**src/conv_pkg.sv**
```systemverilog
// ----------------------------------------------------------------------------
// conv_pkg
// Shared types and constants for the 3x3 convolution block: item structs,
// configuration register indexes, reset values and datapath widths.
// ----------------------------------------------------------------------------
package conv_pkg;

  // Geometry limits (defaults for the top-level parameters)
  localparam int MAX_WIDTH_DEF  = 1024;
  localparam int MAX_HEIGHT_DEF = 1024;

  // Configuration register widths and reset values
  localparam int SIZE_W = 11;
  localparam int COEF_ROW_W = 24;
  localparam logic [SIZE_W-1:0]     WIDTH_RST  = 11'd640;
  localparam logic [SIZE_W-1:0]     HEIGHT_RST = 11'd480;
  localparam logic [COEF_ROW_W-1:0] TOP_RST    = 24'h000000;
  localparam logic [COEF_ROW_W-1:0] MIDDLE_RST = 24'h01FF00;
  localparam logic [COEF_ROW_W-1:0] BOTTOM_RST = 24'h000000;

  // Smallest legal line length and frame height
  localparam int MIN_SIZE = 3;

  // Datapath widths: one product, one column product sum, and the full window sum
  localparam int PROD_W = 17;
  localparam int PART_W = 19;
  localparam int SUM_W  = 21;
  localparam logic [7:0] PIX_MAX = 8'hFF;

  // Output queue
  localparam int FIFO_DEPTH = 8;
  localparam int FIFO_AW    = 3;
  localparam int FIFO_CW    = 4;

  // Configuration register indexes
  localparam int CFG_IDX_W = 3;
  typedef enum logic [CFG_IDX_W-1:0] {
    CFG_IMAGE_WIDTH  = 3'd0,
    CFG_IMAGE_HEIGHT = 3'd1,
    CFG_COEF_TOP     = 3'd2,
    CFG_COEF_MIDDLE  = 3'd3,
    CFG_COEF_BOTTOM  = 3'd4
  } cfg_reg_t;

  // Input and output items
  typedef struct packed {
    logic [7:0] pixel_in;
    logic       frame_start;
  } in_item_t;

  typedef struct packed {
    logic [7:0] pixel_out;
    logic       last_of_frame;
  } out_item_t;

  // Window column: [0] top line, [1] middle line, [2] newest line
  typedef logic [2:0][7:0] pix_col_t;
  // Coefficient column, same row order, each byte signed
  typedef logic [2:0][7:0] coef_col_t;

  // Per-item control carried down the pipeline
  typedef struct packed {
    logic       has_result;
    logic       last;
    logic [7:0] pix;
  } stage_meta_t;

endpackage

```
**src/conv_cell.sv**
```systemverilog
// ----------------------------------------------------------------------------
// conv_cell
// One column of the 3x3 window. Holds three pixels, hands them to its left
// neighbor on every item and registers the column's weighted sum.
// ----------------------------------------------------------------------------
module conv_cell (
  input  logic                               clk,
  input  logic                               rst,
  input  logic                               shift,
  input  conv_pkg::pix_col_t                 col_in,
  input  conv_pkg::coef_col_t                coef,
  output conv_pkg::pix_col_t                 col_out,
  output logic signed [conv_pkg::PART_W-1:0] part
);

  conv_pkg::pix_col_t                 col;
  logic signed [conv_pkg::PROD_W-1:0] prod [3];
  logic signed [conv_pkg::PART_W-1:0] part_next;

  assign col_out = col;

  // Pixel column, moves one place per item
  always_ff @(posedge clk) begin
    if (rst) begin
      col <= '0;
    end else if (shift) begin
      col <= col_in;
    end
  end

  // Three 9x8 signed products and their sum
  always_comb begin
    for (int r = 0; r < 3; r++) begin
      prod[r] = conv_pkg::PROD_W'($signed({1'b0, col[r]}) * $signed(coef[r]));
    end
    part_next = conv_pkg::PART_W'(prod[0]) + conv_pkg::PART_W'(prod[1])
              + conv_pkg::PART_W'(prod[2]);
  end

  always_ff @(posedge clk) begin
    part <= part_next;
  end

endmodule

```
**config.mk**
```make
export PLATFORM = sky130hd
export DESIGN_NAME = conv_cell
export DESIGN_NICKNAME = d
export VERILOG_FILES = /design/src/conv_pkg.sv /design/src/conv_cell.sv
export SDC_FILE = /design/constraint.sdc
export NUM_CORES = 1
export LEC_CHECK = 0
export BUFFER_PORTS_ARGS = -buffer_cell sky130_fd_sc_hd__buf_4
export CORE_UTILIZATION = 40
export DETAILED_ROUTE_END_ITERATION = 16
export SLEW_MARGIN = 20
export SYNTH_ARGS = -nofsm -noshare
export SYNTH_HDL_FRONTEND = slang
export SYNTH_SLANG_ARGS = --single-unit
```
**constraint.sdc**
```tcl
create_clock -name clk -period 7 [get_ports clk]
set_clock_uncertainty 0.05 [all_clocks]
set_input_delay 1.4 -clock clk [delete_from_list [all_inputs] [get_ports clk]]
set_output_delay 1.4 -clock clk [all_outputs]
set_load 0.05 [all_outputs]
```
Word level (Yosys, flattened, before mapping)
Cells that the tools add are included.
{ "word_totals": {"reg_bits": 43, "wordCells": 9, "inputBits": 51, "out_inout_bits": 43} }
{ "classes": {"n_mul": 3, "addsub": 2} }
{ "op_table": {"columns": ["operator", "n"], "rows": [
  ["9-bit by 8-bit multiplier with 17-bit output", 3],
  ["18-bit by 17-bit adder with 19-bit output", 1],
  ["17-bit by 17-bit adder with 18-bit output", 1]
]} }

Depth between registers and ports, before layout
{ "logic_depth": {"word_depth": 3, "mapped_depth": 23, "ltp_nobuf": 21} }

Worst setup path before layout
OpenSTA, ideal clock, no wires.
{ "synth_timing": {"path_type": "in2reg", "startpoint": "in coef[0] (netlist name)", "endpoint": "reg part[11] (netlist name)", "path_slack_ns": 0.398, "path_stages": 18, "required_ns": 6.888, "setup_time_ns": 0.062, "t_arrival_ns": 6.490, "cell_sequence": "and2_1 > fa_1 > fa_1 > inv_1 > fa_1 > inv_1 > fa_1 > fa_1 > fa_1 > inv_1 > fa_1 > inv_1 > ha_1 > a21o_1 > a21oi_2 > a21oi_2 > or4b_1 > nand3_1"} }
{ "synth_via": {"elab_chain_len": 3} }
{ "synth_lines": {"columns": ["item", "line_no", "source"], "rows": [
  ["start: declaration", "conv_cell.sv:11", "input conv_pkg::coef_col_t coef,"],
  ["9-bit by 8-bit multiplier with 17-bit output", "conv_cell.sv:34", "prod[r] = conv_pkg::PROD_W'($signed({1'b0, col[r]}) * $signed(coef[r]));"],
  ["17-bit by 17-bit adder with 18-bit output", "conv_cell.sv:36", "part_next = conv_pkg::PART_W'(prod[0]) + conv_pkg::PART_W'(prod[1])"],
  ["18-bit by 17-bit adder with 19-bit output", "conv_cell.sv:37", "+ conv_pkg::PART_W'(prod[2]);"],
  ["via part_next (one bit)", "conv_cell.sv:18", "logic signed [conv_pkg::PART_W-1:0] part_next;"],
  ["end signal: assignment", "conv_cell.sv:41", "part <= part_next;"],
  ["end: declaration", "conv_cell.sv:13", "output logic signed [conv_pkg::PART_W-1:0] part"]
]} }
The timed path passes the listed nets, and every way through them passes these cells.
A chain may end at the register's enable or synchronous reset.

Worst setup path after layout
{ "layout_timing": {"startpoint": "in coef[0] (netlist name)", "endpoint": "reg part[17] (netlist name)"} }
The elaborated chain is that of the path after synthesis.

==> results_dict.tcl <==
set metrics [dict create \
    ys_ff_latch 43 \
    cts_tree "yes" \
    worstHoldStart "col_out[8]$_SDFFE_PP0P_" \
    drc 0 \
    clkTransAtPathRegs_ns 0.07 \
    worstReg2RegEnd "part[17]$_DFF_P_" \
    cts_buffer_depth 2 \
    io_pins 94 \
    crit_path_max_incr_delay_ns 0.55 \
    tightest_slew_ns 0.493 \
    nFillCells 2045 \
    seq_area_um2 861 \
    cts_hold_buffers 0 \
    regToRegStartpoint "col_out[7]$_SDFFE_PP0P_" \
    critPathBufInv 6 \
    num-nets-final 1334 \
    ys_seq_area_share_pct 10.1 \
    viasPerCell 4.70 \
    grt_pass1_vias 6603 \
    fin_crit_ns 6.65 \
    rsz0062_at_grt "false" \
    overflow 0 \
    dominantRegCellSynth "dfxtp_1" \
    drtPass1Iterations 4 \
    cp-start-kind "input port" \
    initial_core_util_pct 41.4 \
    clock.fmax_ghz 0.150 \
    final_common_cell "inv_1" \
    fin_tns_setup_ns 0 \
    min_to "col_out[8]$_SDFFE_PP0P_" \
    cts.sinks 43 \
    cts-resized-gates 0 \
    power.leakage_nw 5.29 \
    critPathKind "in2reg" \
    cp_top_family "adder cells" \
    required_ns 7.16 \
    post_cts_buffers 0 \
    portBuffers 93 \
    ir_drop_mv 0.494 \
    cts_buffers 5 \
    syn_area_per_cell_um2 9.42 \
    crit_path_max_fanout 8 \
    antenna_left 0 \
    dieArea_um2 21900 \
    drv_cap 0 \
    slew_headroom_pct 67.1 \
    vias 6002 \
    hp-class "reg2reg" \
    antenna_found_initial 0 \
    crit_top_cell "fa_1" \
    worst_setup_path_end_kind "flip-flop" \
    ys_warn_count 0 \
    finalHoldViolCount 0 \
    cts_htree_levels 2 \
    gp_congestion 0.808 \
    slew_viol_final 0 \
    num_rows 52 \
    synth_nets 1231 \
    wl_mm 18.7 \
    drive_above_1_share_pct 12.3 \
    clockRootBuffer "clkbuf_16" \
    grt_use_total_pct 19.0 \
    synth_edf_count 0 \
    rr_worst_depth 19 \
    synth_cell_types 40 \
    synthToLayoutAreaGrowth_pct 14.8 \
    rrSetupSlack_ns 1.00 \
    clk_latency_ns 0.30 \
    drt_iter0_drc 217 \
    synth-async-reset-ratio_pct 0 \
    grt_pass1_wl_mm 32.5 \
    core-area_um2 20600 \
    total_power_mw 3.95 \
    synth_area_um2 8510 \
    worstPathArrival_ns 6.82 \
    dp_hpwl_mm 16.3 \
    worstHoldPathCells 2 \
    post-route-period-util_pct 95.0 \
    die_h_um 148 \
    crit_slowest_cell "fa_1" \
    die_w_um 148 \
    wl_per_cell_um 14.6 \
    status "complete, no violations" \
    syn_inst 903 \
    powerDensity_nw_per_um2 405 \
    critical_path.cell_chain "buf_4 -> and2_1 -> fa_1 -> fa_1 -> inv_1 -> fa_1 -> fa_1 -> inv_1 -> fa_1 -> inv_1 -> fa_1 -> inv_1 -> fa_1 -> ha_1 -> nor2b_4 -> o2111ai_2 -> a21oi_1 -> buf_4 -> o21a_1 -> o311ai_2" \
    n_antenna_cell 0 \
    multi_input_comb_area_um2 6690 \
    grt_max_degree 25 \
    setup_viol 0 \
    most-common-layout-cells "243 x inv_1, 166 x fa_1, 111 x ha_1, 106 x and2_1, 106 x buf_4" \
]
registers in the layout, indices dropped and copies added, names as in the netlist:
register / flops
col_out: 24
part: 19
metrics by stage:
step | setup WS, ns | hold slack (ns) | instances | cell area, um2 | utilization, %
finish | 0.348 | 0.622 | 1277 | 9770 | 47.5
CTS | 0.307 | 0.630 | 1277 | 9770 | 47.5
global placement | 0.0767 | 0.617 | 1269 | 9600 | 46.7
detailed placement | 0.0101 | 0.616 | 1269 | 9600 | 46.7
floorplan | 0.398 | 0.748 | 903 | 8510 | -
global route | 0.106 | 0.678 | 1277 | 9770 | 47.5
worst max-delay path by stage:
stage	from	endpoint	slack, ns	cells after the start
5_1_grt	coef[0]	part[14]$_DFF_P_	0.11	20
3_3_place_gp	coef[0]	part[16]$_DFF_P_	0.08	20
2_1_floorplan	coef[0]	part[11]$_DFF_P_	0.40	18
4_1_cts	coef[0]	part[16]$_DFF_P_	0.31	20
3_5_place_dp	coef[0]	part[17]$_DFF_P_	0.01	20
6_report	coef[0]	part[17]$_DFF_P_	0.35	20
synthesized netlist by cell type (2+ instances only):
library cell	n	area [um2]
inv_1	243	912
fa_1	166	3320
ha_1	111	1390
and2_1	106	663
nand2_1	65	244
nor2_1	45	169
dfxtp_1	43	861
mux2i_1	25	250
xnor2_1	14	123
nand2b_1	10	62.6
nor2b_1	10	62.6
a21oi_1	9	45.0
a21o_1	6	45.0
clkbuf_1	6	22.5
o21ai_0	5	25.0
nand3_1	4	20.0
nor3_1	4	20.0
buf_2	3	15.0
nand4_1	3	18.8
a21oi_2	2	17.5
a31oi_1	2	12.5
o21a_1	2	15.0
o41ai_2	2	32.5
cell families (layout without fill, tap and decap cells):
kind of cell / Yosys count / in the layout / synth area share, %
and+or+nand+nor: 254 / 254 / 15.5
adders and majority gates: 277 / 277 / 55.4
buffers and inverters: 253 / 357 / 11.2
muxes: 25 / 25 / 2.94
DFF: 43 / 43 / 10.1
AOI/OAI and AO/OA: 37 / 37 / 3.41
xor gates and xnor gates: 14 / 14 / 1.44
power by group:
group          internal [mW]  leakage (nW)  total (mW)  switching, mW
Clock                  0.168        0.0838       0.277          0.108
Sequential             0.345         0.358       0.388         0.0430
Combinational           1.43          4.85        3.29           1.86
final cells by class:
cell class | count | share of cell area, %
multi-input cells | 607 | 68.5
inverters | 243 | 9.34
flip-flops and latches | 43 | 8.81
repair buffers | 106 | 8.15
well taps | 270 | 3.46
clock buffers | 5 | 1.28
clock inverters | 3 | 0.448
worst reg2reg max path, cell delays in order, from the launching register on:
cell and delay (ns):
dfxtp_1 0.63, and2_1 0.23, fa_1 0.42, fa_1 0.55
inv_1 0.06, fa_1 0.53, inv_1 0.05, fa_1 0.49
fa_1 0.50, fa_1 0.49, inv_1 0.05, fa_1 0.49
inv_1 0.04, ha_1 0.30, a21o_1 0.18, a21oi_2 0.19
a21oi_1 0.09, buf_4 0.16, o21a_1 0.18, o311ai_2 0.23
metal layers:
| metal | part of all wire, % | track usage (%) | up-vias | routed length, um |
|---|---|---|---|---|
| met2 | 51 | 34.2 | 112 | 9560 |
| met4 | 1.8 | 4.95 | 0 | 329 |
| li1 | - | - | 2883 | - |
| met5 | 0 | 0 | - | 0 |
| met3 | 4.2 | 1.70 | 14 | 791 |
| met1 | 43 | 24.5 | 2993 | 7990 |
No activity file was read; power rests on OpenSTA's default activity.
