## src/conv_pkg.sv

```systemverilog
// ----------------------------------------------------------------------------
// conv_pkg
// Shared types and constants for the 3x3 convolution block: item structs,
// configuration register indexes, reset values and datapath widths.
// ----------------------------------------------------------------------------
package conv_pkg;

  // Geometry limits (defaults for the top-level parameters)
  localparam int MAX_WIDTH_DEF  = 1024;
  localparam int MAX_HEIGHT_DEF = 1024;

  // Configuration register widths and reset values
  localparam int SIZE_W = 11;
  localparam int COEF_ROW_W = 24;
  localparam logic [SIZE_W-1:0]     WIDTH_RST  = 11'd640;
  localparam logic [SIZE_W-1:0]     HEIGHT_RST = 11'd480;
  localparam logic [COEF_ROW_W-1:0] TOP_RST    = 24'h000000;
  localparam logic [COEF_ROW_W-1:0] MIDDLE_RST = 24'h01FF00;
  localparam logic [COEF_ROW_W-1:0] BOTTOM_RST = 24'h000000;

  // Smallest legal line length and frame height
  localparam int MIN_SIZE = 3;

  // Datapath widths: one product, one column product sum, and the full window sum
  localparam int PROD_W = 17;
  localparam int PART_W = 19;
  localparam int SUM_W  = 21;
  localparam logic [7:0] PIX_MAX = 8'hFF;

  // Output queue
  localparam int FIFO_DEPTH = 8;
  localparam int FIFO_AW    = 3;
  localparam int FIFO_CW    = 4;

  // Configuration register indexes
  localparam int CFG_IDX_W = 3;
  typedef enum logic [CFG_IDX_W-1:0] {
    CFG_IMAGE_WIDTH  = 3'd0,
    CFG_IMAGE_HEIGHT = 3'd1,
    CFG_COEF_TOP     = 3'd2,
    CFG_COEF_MIDDLE  = 3'd3,
    CFG_COEF_BOTTOM  = 3'd4
  } cfg_reg_t;

  // Input and output items
  typedef struct packed {
    logic [7:0] pixel_in;
    logic       frame_start;
  } in_item_t;

  typedef struct packed {
    logic [7:0] pixel_out;
    logic       last_of_frame;
  } out_item_t;

  // Window column: [0] top line, [1] middle line, [2] newest line
  typedef logic [2:0][7:0] pix_col_t;
  // Coefficient column, same row order, each byte signed
  typedef logic [2:0][7:0] coef_col_t;

  // Per-item control carried down the pipeline
  typedef struct packed {
    logic       has_result;
    logic       last;
    logic [7:0] pix;
  } stage_meta_t;

endpackage

```

## src/conv_out_fifo.sv

```systemverilog
// ----------------------------------------------------------------------------
// conv_out_fifo
// Small result queue between the fixed-latency pipeline and the output
// channel. Its fill level feeds the input-side credit check.
// ----------------------------------------------------------------------------
module conv_out_fifo (
  input  logic                         clk,
  input  logic                         rst,
  input  logic                         push,
  input  conv_pkg::out_item_t          push_item,
  output logic                         out_valid,
  input  logic                         out_ready,
  output conv_pkg::out_item_t          out_item,
  output logic [conv_pkg::FIFO_CW-1:0] count
);

  conv_pkg::out_item_t              mem [conv_pkg::FIFO_DEPTH];
  logic [conv_pkg::FIFO_AW-1:0]     wr_ptr;
  logic [conv_pkg::FIFO_AW-1:0]     rd_ptr;
  logic                             pop;

  assign out_valid = (count != '0);
  assign out_item  = mem[rd_ptr];
  assign pop       = out_valid && out_ready;

  // Storage
  always_ff @(posedge clk) begin
    if (push) begin
      mem[wr_ptr] <= push_item;
    end
  end

  // Pointers and fill level
  always_ff @(posedge clk) begin
    if (rst) begin
      wr_ptr <= '0;
      rd_ptr <= '0;
      count  <= '0;
    end else begin
      if (push) begin
        wr_ptr <= wr_ptr + 1'b1;
      end
      if (pop) begin
        rd_ptr <= rd_ptr + 1'b1;
      end
      if (push && !pop) begin
        count <= count + 1'b1;
      end else if (pop && !push) begin
        count <= count - 1'b1;
      end
    end
  end

endmodule
```

## config.mk

```make
export PLATFORM = sky130hd
export DESIGN_NAME = conv_out_fifo
export DESIGN_NICKNAME = d
export VERILOG_FILES = /design/src/conv_pkg.sv /design/src/conv_out_fifo.sv
export SDC_FILE = /design/constraint.sdc
export NUM_CORES = 1
export LEC_CHECK = 0
export BUFFER_PORTS_ARGS = -buffer_cell sky130_fd_sc_hd__buf_2
export CAP_MARGIN = 10
export CORE_UTILIZATION = 50
export DETAILED_ROUTE_END_ITERATION = 8
export PLACE_DENSITY = 0.74
export SLEW_MARGIN = 15
export SYNTH_ARGS = -nofsm -noshare
export SYNTH_HDL_FRONTEND = slang
export SYNTH_SLANG_ARGS = --single-unit
```

## constraint.sdc

```tcl
create_clock -name clk -period 4.2 [get_ports clk]
set_input_delay 0.84 -clock clk [delete_from_list [all_inputs] [get_ports clk]]
set_output_delay 0.84 -clock clk [all_outputs]
set_load 0.02 [all_outputs]
```

======== Word-level counts from Yosys, hierarchy flattened ========
Memories as Yosys holds them, arrays and structs flattened. A register that Yosys moved wholly into a read port is not among the register bits.
Cells that the tools add are included.
W data, S select, Z words.
storage, ports and cells
  register bits ........................... 10
  latch bits .............................. 0
  bits in writable memories ............... 72
  bits in read-only memories .............. 0
  bits of input ports ..................... 13
  output and inout port bits .............. 14
  word-level logic and storage cells ...... 21
  memories ................................ 1
memories
  memory  words  width  rd ports  clocked after memory_dff  wr ports  line                 text
  mem     8      9      1         1                         1         conv_out_fifo.sv:17  conv_pkg::out_item_t mem [conv_pkg::FIFO_DEPTH];
cells by class
  add/subtract/negate cells ............... 4
  $mul .................................... 0
  div/mod/pow operators ................... 0
  $lt $le $gt $ge ......................... 0
  eq/ne operators ......................... 0
  shift operators ......................... 0
  multiplexer cells ....................... 6
  bitwise operators ....................... 0
  reductions and logical operators ........ 7
operators by type and width
  cell                   count
  $mux W4                2
  $add A3 B1 Y3 const B  2
  $mux W3                2
  $add A4 B1 Y4 const B  1
  $reduce_bool A4 Y1     1
  $sub A4 B1 Y4 const B  1
  $logic_and A1 B1 Y1    3
  $logic_not A1 Y1       2
  $mux W1                2
  $reduce_bool A2 Y1     1

======== Depth between registers and ports, before layout ========
Gate-level depths: netlist (run 1).
  depth after elaboration ................. 5
  mapped depth ............................ 9
  gate-level depth less buffers ........... 9

======== Worst setup path before layout (run 1) ========
Ideal clock, no wire load.
  path kind ............................... flip-flop to flip-flop
  from .................................... register count[0] (netlist bit)
  to ...................................... register count[3] (netlist bit)
  setup time .............................. 0.121 ns
  arrival ................................. 2.454 ns
  required time ........................... 4.079 ns
  setup slack ............................. 1.625 ns
  cell stages (with the launch flop) ...... 10
  path buffers ............................ 0
  period minus slack after synthesis ...... 2.575 ns
  cell sequence ........................... dfxtp_1 -> or4_4 -> nand2_1 -> ha_1 -> inv_1 -> ha_1 -> a21oi_1 -> a211oi_1 -> a31oi_1 -> mux2_2
on the way
  cells in the longest elaborated chain, start to end .. 5
RTL lines
  element                                               line                 text
  start, declared                                       conv_out_fifo.sv:14  output logic [conv_pkg::FIFO_CW-1:0] count
  start signal, assigned                                conv_out_fifo.sv:47  count <= count + 1'b1;
  start signal, assigned                                conv_out_fifo.sv:49  count <= count - 1'b1;
  $reduce_bool A4 Y1 *                                  conv_out_fifo.sv:22  assign out_valid = (count != '0);
  named net out_valid                                   conv_out_fifo.sv:11  output logic out_valid,
  $logic_and A1 B1 Y1 *                                 conv_out_fifo.sv:24  assign pop = out_valid && out_ready;
  $logic_not A1 Y1                                      conv_out_fifo.sv:46  if (push && !pop) begin
  $logic_and A1 B1 Y1                                   conv_out_fifo.sv:46
  $mux W4 / $reduce_bool A2 Y1 (equally long branches)  -
The timed path passes the listed nets; every way through them passes the cells marked *. The select of a mux whose other input is x is not followed.
A chain may end at the register's enable or synchronous reset.

==> run_results.csv, run 1 <==
group,metric,value,unit
clock_tree,hold_buffers,0,
global_route,grt_max_degree,19,
placed_design,post-dp-hpwl,3500,µm
power,comb_power_share,23.9,%
run,drv_cap,0,
power,peakVddDrop,0.000513,V
status,violations,"DRC",
clock_tree,clk_latency,360,ps
critical_path,critPathKind,"reg -> out",
timing,tightest_slew,1020,ps
timing,fin_crit_sh,78.1,%
power,netSwitchingPower,0.577,mW
global_route,grt_pass1_wl,8700,µm
logic_synthesis,yosys-mux-area-fraction,17.8,%
layout,post-route-util,57.9,%
critical_path,cp-end-kind,"primary output",
logic_synthesis,ys_ff_latch,85,
critical_path,reg2reg_to,"count[3]",
route,drtIter0Drc,69,
clock_tree,path_clk_slew,80,ps
route,ant_nets,0,
power,power_frac_seq,51.8,%
placed_design,port_buffers,26,
clock_tree,cts-root-buf,"clkbuf_8",
layout,n_antenna_cell,0,
global_route,grt_overflow_total,0,
logic_synthesis,synth_top_area_share,63.7,%
die,dieArea,0.00712,mm²
route,wl_per_cell,19.7,µm
layout,final_nets,222,
critical_path,worstPathCellList,"mux4_1, mux2_2, buf_2",
logic_synthesis,ys.warnings.count,0,
die,initial_core_util,52.5,%
logic_synthesis,synth-async-reset-ratio,0,%
route,drc_errors,1,
clock_tree,cts_tree,"done",
global_route,first_global_vias,1644,
critical_path,start_kind,"register",
timing,finalClockSkew,6.62,ps
critical_path,required,3360,ps
critical_path,slowest_delay,990,ps
power,internal-power,1.45,mW
critical_path,reg2reg_depth,9,
clock_tree,clkSinkCount,85,
min_path,hold_path_class,"reg -> reg",
timing,slew-limit-headroom,31.6,%
critical_path,r2r_start,"count[0]",
power,clkPwrFrac,24.3,%
logic_synthesis,synth_cell_type_count,25,
logic_synthesis,synthesis.area,0.00339,mm²
route,firstDrtPassIters,8,
logic_synthesis,synth.top_cells.by_area,"edfxtp_1 64%, mux4_1 14%, dfxtp_1 7.7%",
die,core,0.00646,mm²
clock_tree,cts_setup_buffers,0,
logic_synthesis,synth-seq-area-share,71.4,%
logic_synthesis,synth_xor_xnor_area_share,1.29,%
logic_synthesis,synth_fp_nets,192,
logic_synthesis,synth_flop_cell,"edfxtp_1",
timing,setup_viol,0,
logic_synthesis,yosys.area_share.simple,4.42,%
route,vias,1626,
logic_synthesis,synth_edf_count,72,
route,vias_per_cell,5.71,
logic_synthesis,synthAdderAreaFrac,2.43,%
logic_synthesis,synth_compound_area_share,0.996,%
critical_path,worstPathArrival,2440,ps
logic_synthesis,synth_top_area_cell,"edfxtp_1",
critical_path,crit_path_top_delay_cell,"dfxtp_1",
power,powerDensity,541,mW/mm²
die,die_w,84.4,µm
logic_synthesis,avgSynthCellArea,19.6,µm²
clock_tree,cts_inserted_buffers,9,
global_route,grt.total_usage,17.6,%
timing,final_max_slew_viol_count,0,
layout,area_delta_synth_final,10.3,%
global_route,antenna_found_initial,0,
layout,drive_above_1_share,24.5,%
timing,min_period,3280,ps
clock_tree,htreeDepth,3,
die,die_y,84.4,µm
die,ios,27,
timing,rsz0062_at_grt,"no",
die,rows,29,
logic_synthesis,syn-instance-count,173,
timing,tns,0,ps
timing,hold_viol_final,0,
clock_tree,cts_max_path_buffers,2,
placed_design,gp_congestion,0.670,
clock_tree,cts_resized,0,
critical_path,crit_fanout,18,
status,status,"finished, violations left",
timing,clock.fmax,305,MHz
logic_synthesis,synth_top_family_by_area,"multiplexers",
critical_path,rrSetupSlack,1500,ps
power,swShare,28.5,%
route,routed_wirelength,5630,µm
power,cellLeakagePower,1.30,nW
critical_path,endpoint,"out_item[8]",
==> metrics by stage <==
step                      total power [mW]  hold slack, ps  std cells  cell area (µm²)  worst slack (ps)
after detailed placement              1.56             489        269             3580              1220
after CTS                             2.04             500        285             3740               832
final                                 2.02             500        285             3740               918
after global routing                  2.12             523        285             3740               777
after floorplan                       1.45             454        173             3390              1620
after global placement                1.54             477        269             3580              1300
==> cells by family after synthesis <==
family	count (synthesis)
buffers and inverters	8
xor gates and xnor gates	5
and+or+nand+nor	33
DFF	85
AOI/OAI and AO/OA	6
muxes	30
adders and majority gates	6
==> cell usage in the layout (no fill, tap or decap) <==
cell / instances
inv_1: 1
a31oi_1: 1
or4_4: 1
dfxtp_1: 13
mux2_2: 10
ha_1: 5
xnor2_1: 1
a211oi_1: 1
mux2i_1: 2
nor2_1: 17
clkbuf_1: 4
nor3_2: 2
edfxtp_1: 72
nand3_1: 3
clkbuf_8: 10
nand2b_1: 4
mux4_1: 18
nand2_1: 5
fa_1: 1
xor2_1: 4
buf_2: 26
nor2b_1: 1
clkinv_2: 2
a21oi_1: 4
==> registers in the layout (all words and copies together), names as in the netlist, named ones only <==
name,cells
wr_ptr,3
count,4
rd_ptr,3
mem,72
==> power by group through the flow <==
stage | Clock, mW | Sequential [mW] | Combinational [mW]
6_report | 0.492 | 1.05 | 0.484
5_1_grt | 0.531 | 1.06 | 0.529
3_3_place_gp | 0 | 1.07 | 0.474
4_1_cts | 0.500 | 1.05 | 0.490
2_1_floorplan | 0 | 1.03 | 0.418
3_5_place_dp | 0 | 1.07 | 0.487
==> worst max-delay path: cells and delay by family, from the launching register on <==
kind                   cells  cell delay [ps]
multiplexers               2              940
flip-flops                 1              990
buffers and inverters      1              160
==> area by class of cell <==
cell class / count / area [µm²]
multi-input combinational: 80 / 926
timing repair buffer: 26 / 130
clock buffer: 14 / 153
inverter: 1 / 3.75
fill: 497 / 2720
sequential: 85 / 2420
clock inverter: 2 / 10.0
tap: 77 / 96.3
==> worst min-delay path by stage <==
stage | startpoint | to | cells after the start
finish | rd_ptr[1] | rd_ptr[1] | 2
global route | rd_ptr[1] | rd_ptr[1] | 2
CTS | rd_ptr[1] | rd_ptr[1] | 2
detailed placement | rd_ptr[1] | rd_ptr[1] | 2
global placement | rd_ptr[1] | rd_ptr[1] | 2
floorplan | rd_ptr[1] | register | 2
==> cell usage after synthesis (all sizes together) (2+ instances only) <==
cell type	count
a21oi	4
buf	4
clkbuf	3
dfxtp	13
edfxtp	72
ha	5
mux2	10
mux2i	2
mux4	18
nand2	5
nand2b	4
nand3	3
nor2	17
nor3	2
xor2	4
==> metal layers <==
metal,track usage (%),up-vias,routed length [µm]
met5,0,-,0
met1,23.4,824,2430
met2,27.7,34,2860
met4,8.47,0,97
met3,4.03,10,235
li1,-,758,-
Power figures use the tool's default switching activity.
==> inputs of run 2 (changes only) <==
==> constraint.sdc (replaced) <==
create_clock -name clk -period 3.1 [get_ports clk]
set_input_delay 0.62 -clock clk [delete_from_list [all_inputs] [get_ports clk]]
set_output_delay 0.62 -clock clk [all_outputs]
set_load 0.02 [all_outputs]
==> run 2 against run 1 <==
Compared with the run above: global-route usage hardly changed; utilization is 1.6 points higher; cell area is 2.7% higher; combinational power is 54% higher; clock power is 56% higher; power is 42% higher; the flow still finishes with violations (DRC); critical path depth is 6 higher.
==> run_results.csv, run 2 (synthesis gave the netlist of run 1 again) <==
group,metric,value,unit
power,internal-power,2.04,mW
die,core,0.00646,mm²
placed_design,place_inst,279,
route,routed_wirelength,5500,µm
critical_path,required,3340,ps
status,status,"finished, violations left",
critical_path,worstPathCellList,"or4_4, nand2_1, ha_1, inv_1, ha_1, a21oi_1, a211oi_1, a31oi_1, mux2_2",
power,comb_power_share,26.0,%
route,wl_per_cell,18.7,µm
critical_path,worstPathArrival,2890,ps
critical_path,reg2reg_depth,9,
timing,hold_viol_final,0,
min_path,worst_hold_startpoint,"wr_ptr[0]",
critical_path,crit_top_cell,"ha_1",
critical_path,reg2reg_to,"count[3]",
timing,clock.fmax,377,MHz
layout,drive_above_1_share,28.9,%
timing,setup_viol,0,
power,netSwitchingPower,0.830,mW
timing,tns,0,ps
layout,area_delta_synth_final,13.2,%
clock_tree,cts_tree,"done",
status,violations,"DRC",
timing,slew-limit-headroom,59.9,%
clock_tree,cts_max_path_buffers,2,
placed_design,post-dp-hpwl,3350,µm
clock_tree,clk_latency,350,ps
route,drc_errors,2,
layout,largest_reg_flops,72,
global_route,grt_max_degree,19,
layout,n_antenna_cell,0,
min_path,hold_depth,2,
clock_tree,cts_inserted_buffers,9,
layout,layout_commonest_cell,"edfxtp_1",
power,peakVddDrop,0.000602,V
timing,setup_slack,449,ps
critical_path,rrSetupSlack,450,ps
critical_path,critPathKind,"reg -> reg",
power,swShare,29.0,%
critical_path,r2r_start,"count[0]",
layout,final_nets,232,
global_route,first_global_vias,1668,
layout,top_regs,"mem (72), count (4)",
power,finalPower,2.86,mW
critical_path,crit_path_top_delay_cell,"or4_4",
critical_path,start_kind,"register",
global_route,antenna_found_initial,0,
die,rows,29,
die,dieArea,0.00712,mm²
layout,nFillCells,492,
route,firstDrtPassIters,6,
critical_path,crit_fanout,5,
route,drtIter0Drc,95,
placed_design,gp_congestion,0.711,
clock_tree,cts-root-buf,"clkbuf_8",
critical_path,cp-end-kind,"register",
global_route,grt.total_usage,17.5,%
layout,largest-register,"mem",
min_path,min_to,"wr_ptr[0]",
route,vias_per_cell,5.64,
global_route,grt_pass1_wl,8920,µm
layout,multi_input_area,916,µm²
global_route,grt_overflow_total,0,
timing,finalClockSkew,4.18,ps
clock_tree,htreeDepth,3,
route,ant_nets,0,
layout,post-route-util,59.5,%
timing,final_max_slew_viol_count,0,
power,power_frac_seq,47.2,%
placed_design,port_buffers,26,
layout,most-common-layout-cells,"72 x edfxtp_1, 26 x buf_2, 18 x mux4_1",
die,ios,27,
die,initial_core_util,52.5,%
route,vias,1665,
timing,rsz0062_at_grt,"no",
placed_design,preCtsSetupSlack,502,ps
clock_tree,cts_setup_buffers,0,
clock_tree,hold_buffers,0,
power,powerDensity,746,mW/mm²
run,drv_cap,0,
clock_tree,cts_resized,0,
clock_tree,path_clk_slew,80,ps
critical_path,slowest_delay,550,ps
layout,seq_area,0.00242,mm²
min_path,hold_path_class,"reg -> reg",
timing,min_period,2650,ps
die,die_y,84.4,µm
die,die_w,84.4,µm
layout,fin_cells,295,
clock_tree,clkSinkCount,85,
power,cellLeakagePower,1.35,nW
power,clkPwrFrac,26.8,%
timing,fin_crit_sh,85.5,%
timing,tightest_slew,600,ps
## run 2: power by group through the flow
stage	registers [mW]	logic (mW)	clock network (mW)
3_5_place_dp	1.38	0.745	0
3_3_place_gp	1.37	0.733	0
2_1_floorplan	1.40	0.566	0
4_1_cts	1.35	0.753	0.787
6_report	1.35	0.746	0.767
5_1_grt	1.36	0.819	0.833
## run 2: stage by stage
step | cell area (µm²) | hold slack, ps
finish | 3840 | 505
global route | 3840 | 514
CTS | 3840 | 508
global placement | 3640 | 486
floorplan | 3390 | 454
detailed placement | 3640 | 495
## run 2: area by class of cell
class,count,area share [%]
sequential,85,63.0
timing repair buffer,36,5.34
clock inverter,7,1.95
tap,77,2.51
inverter,1,0.0977
clock buffer,9,3.22
multi-input combinational,80,23.8
## run 2: worst max-delay path by stage
stage	from	end	slack, ps	cells past startpoint
after floorplan	count[0]	count[3]	520	9
after global placement	count[0]	count[3]	580	9
after detailed placement	count[0]	count[3]	500	9
after CTS	register	out_item[1]	430	4
after global routing	count[0]	count[3]	310	9
final	count[0]	count[3]	450	9
## run 2: worst max-delay path: cells and delay by family (launching register included)
kind / cells / cell delay (ps)
simple gates: 2 / 690
fa+ha+maj: 2 / 540
compound gates: 3 / 480
flops: 1 / 380
mux: 1 / 340
buf+inv: 1 / 110
## run 2: routing by layer
metal  up-vias  wire [µm]  part of all wire (%)  track usage, %
met5         -          0                     0               0
met3        12        217                   3.9            4.33
met1       831       2590                    47            25.1
li1        776          -                     -               -
met2        46       2560                    46            25.3
met4         0        134                   2.4            9.09
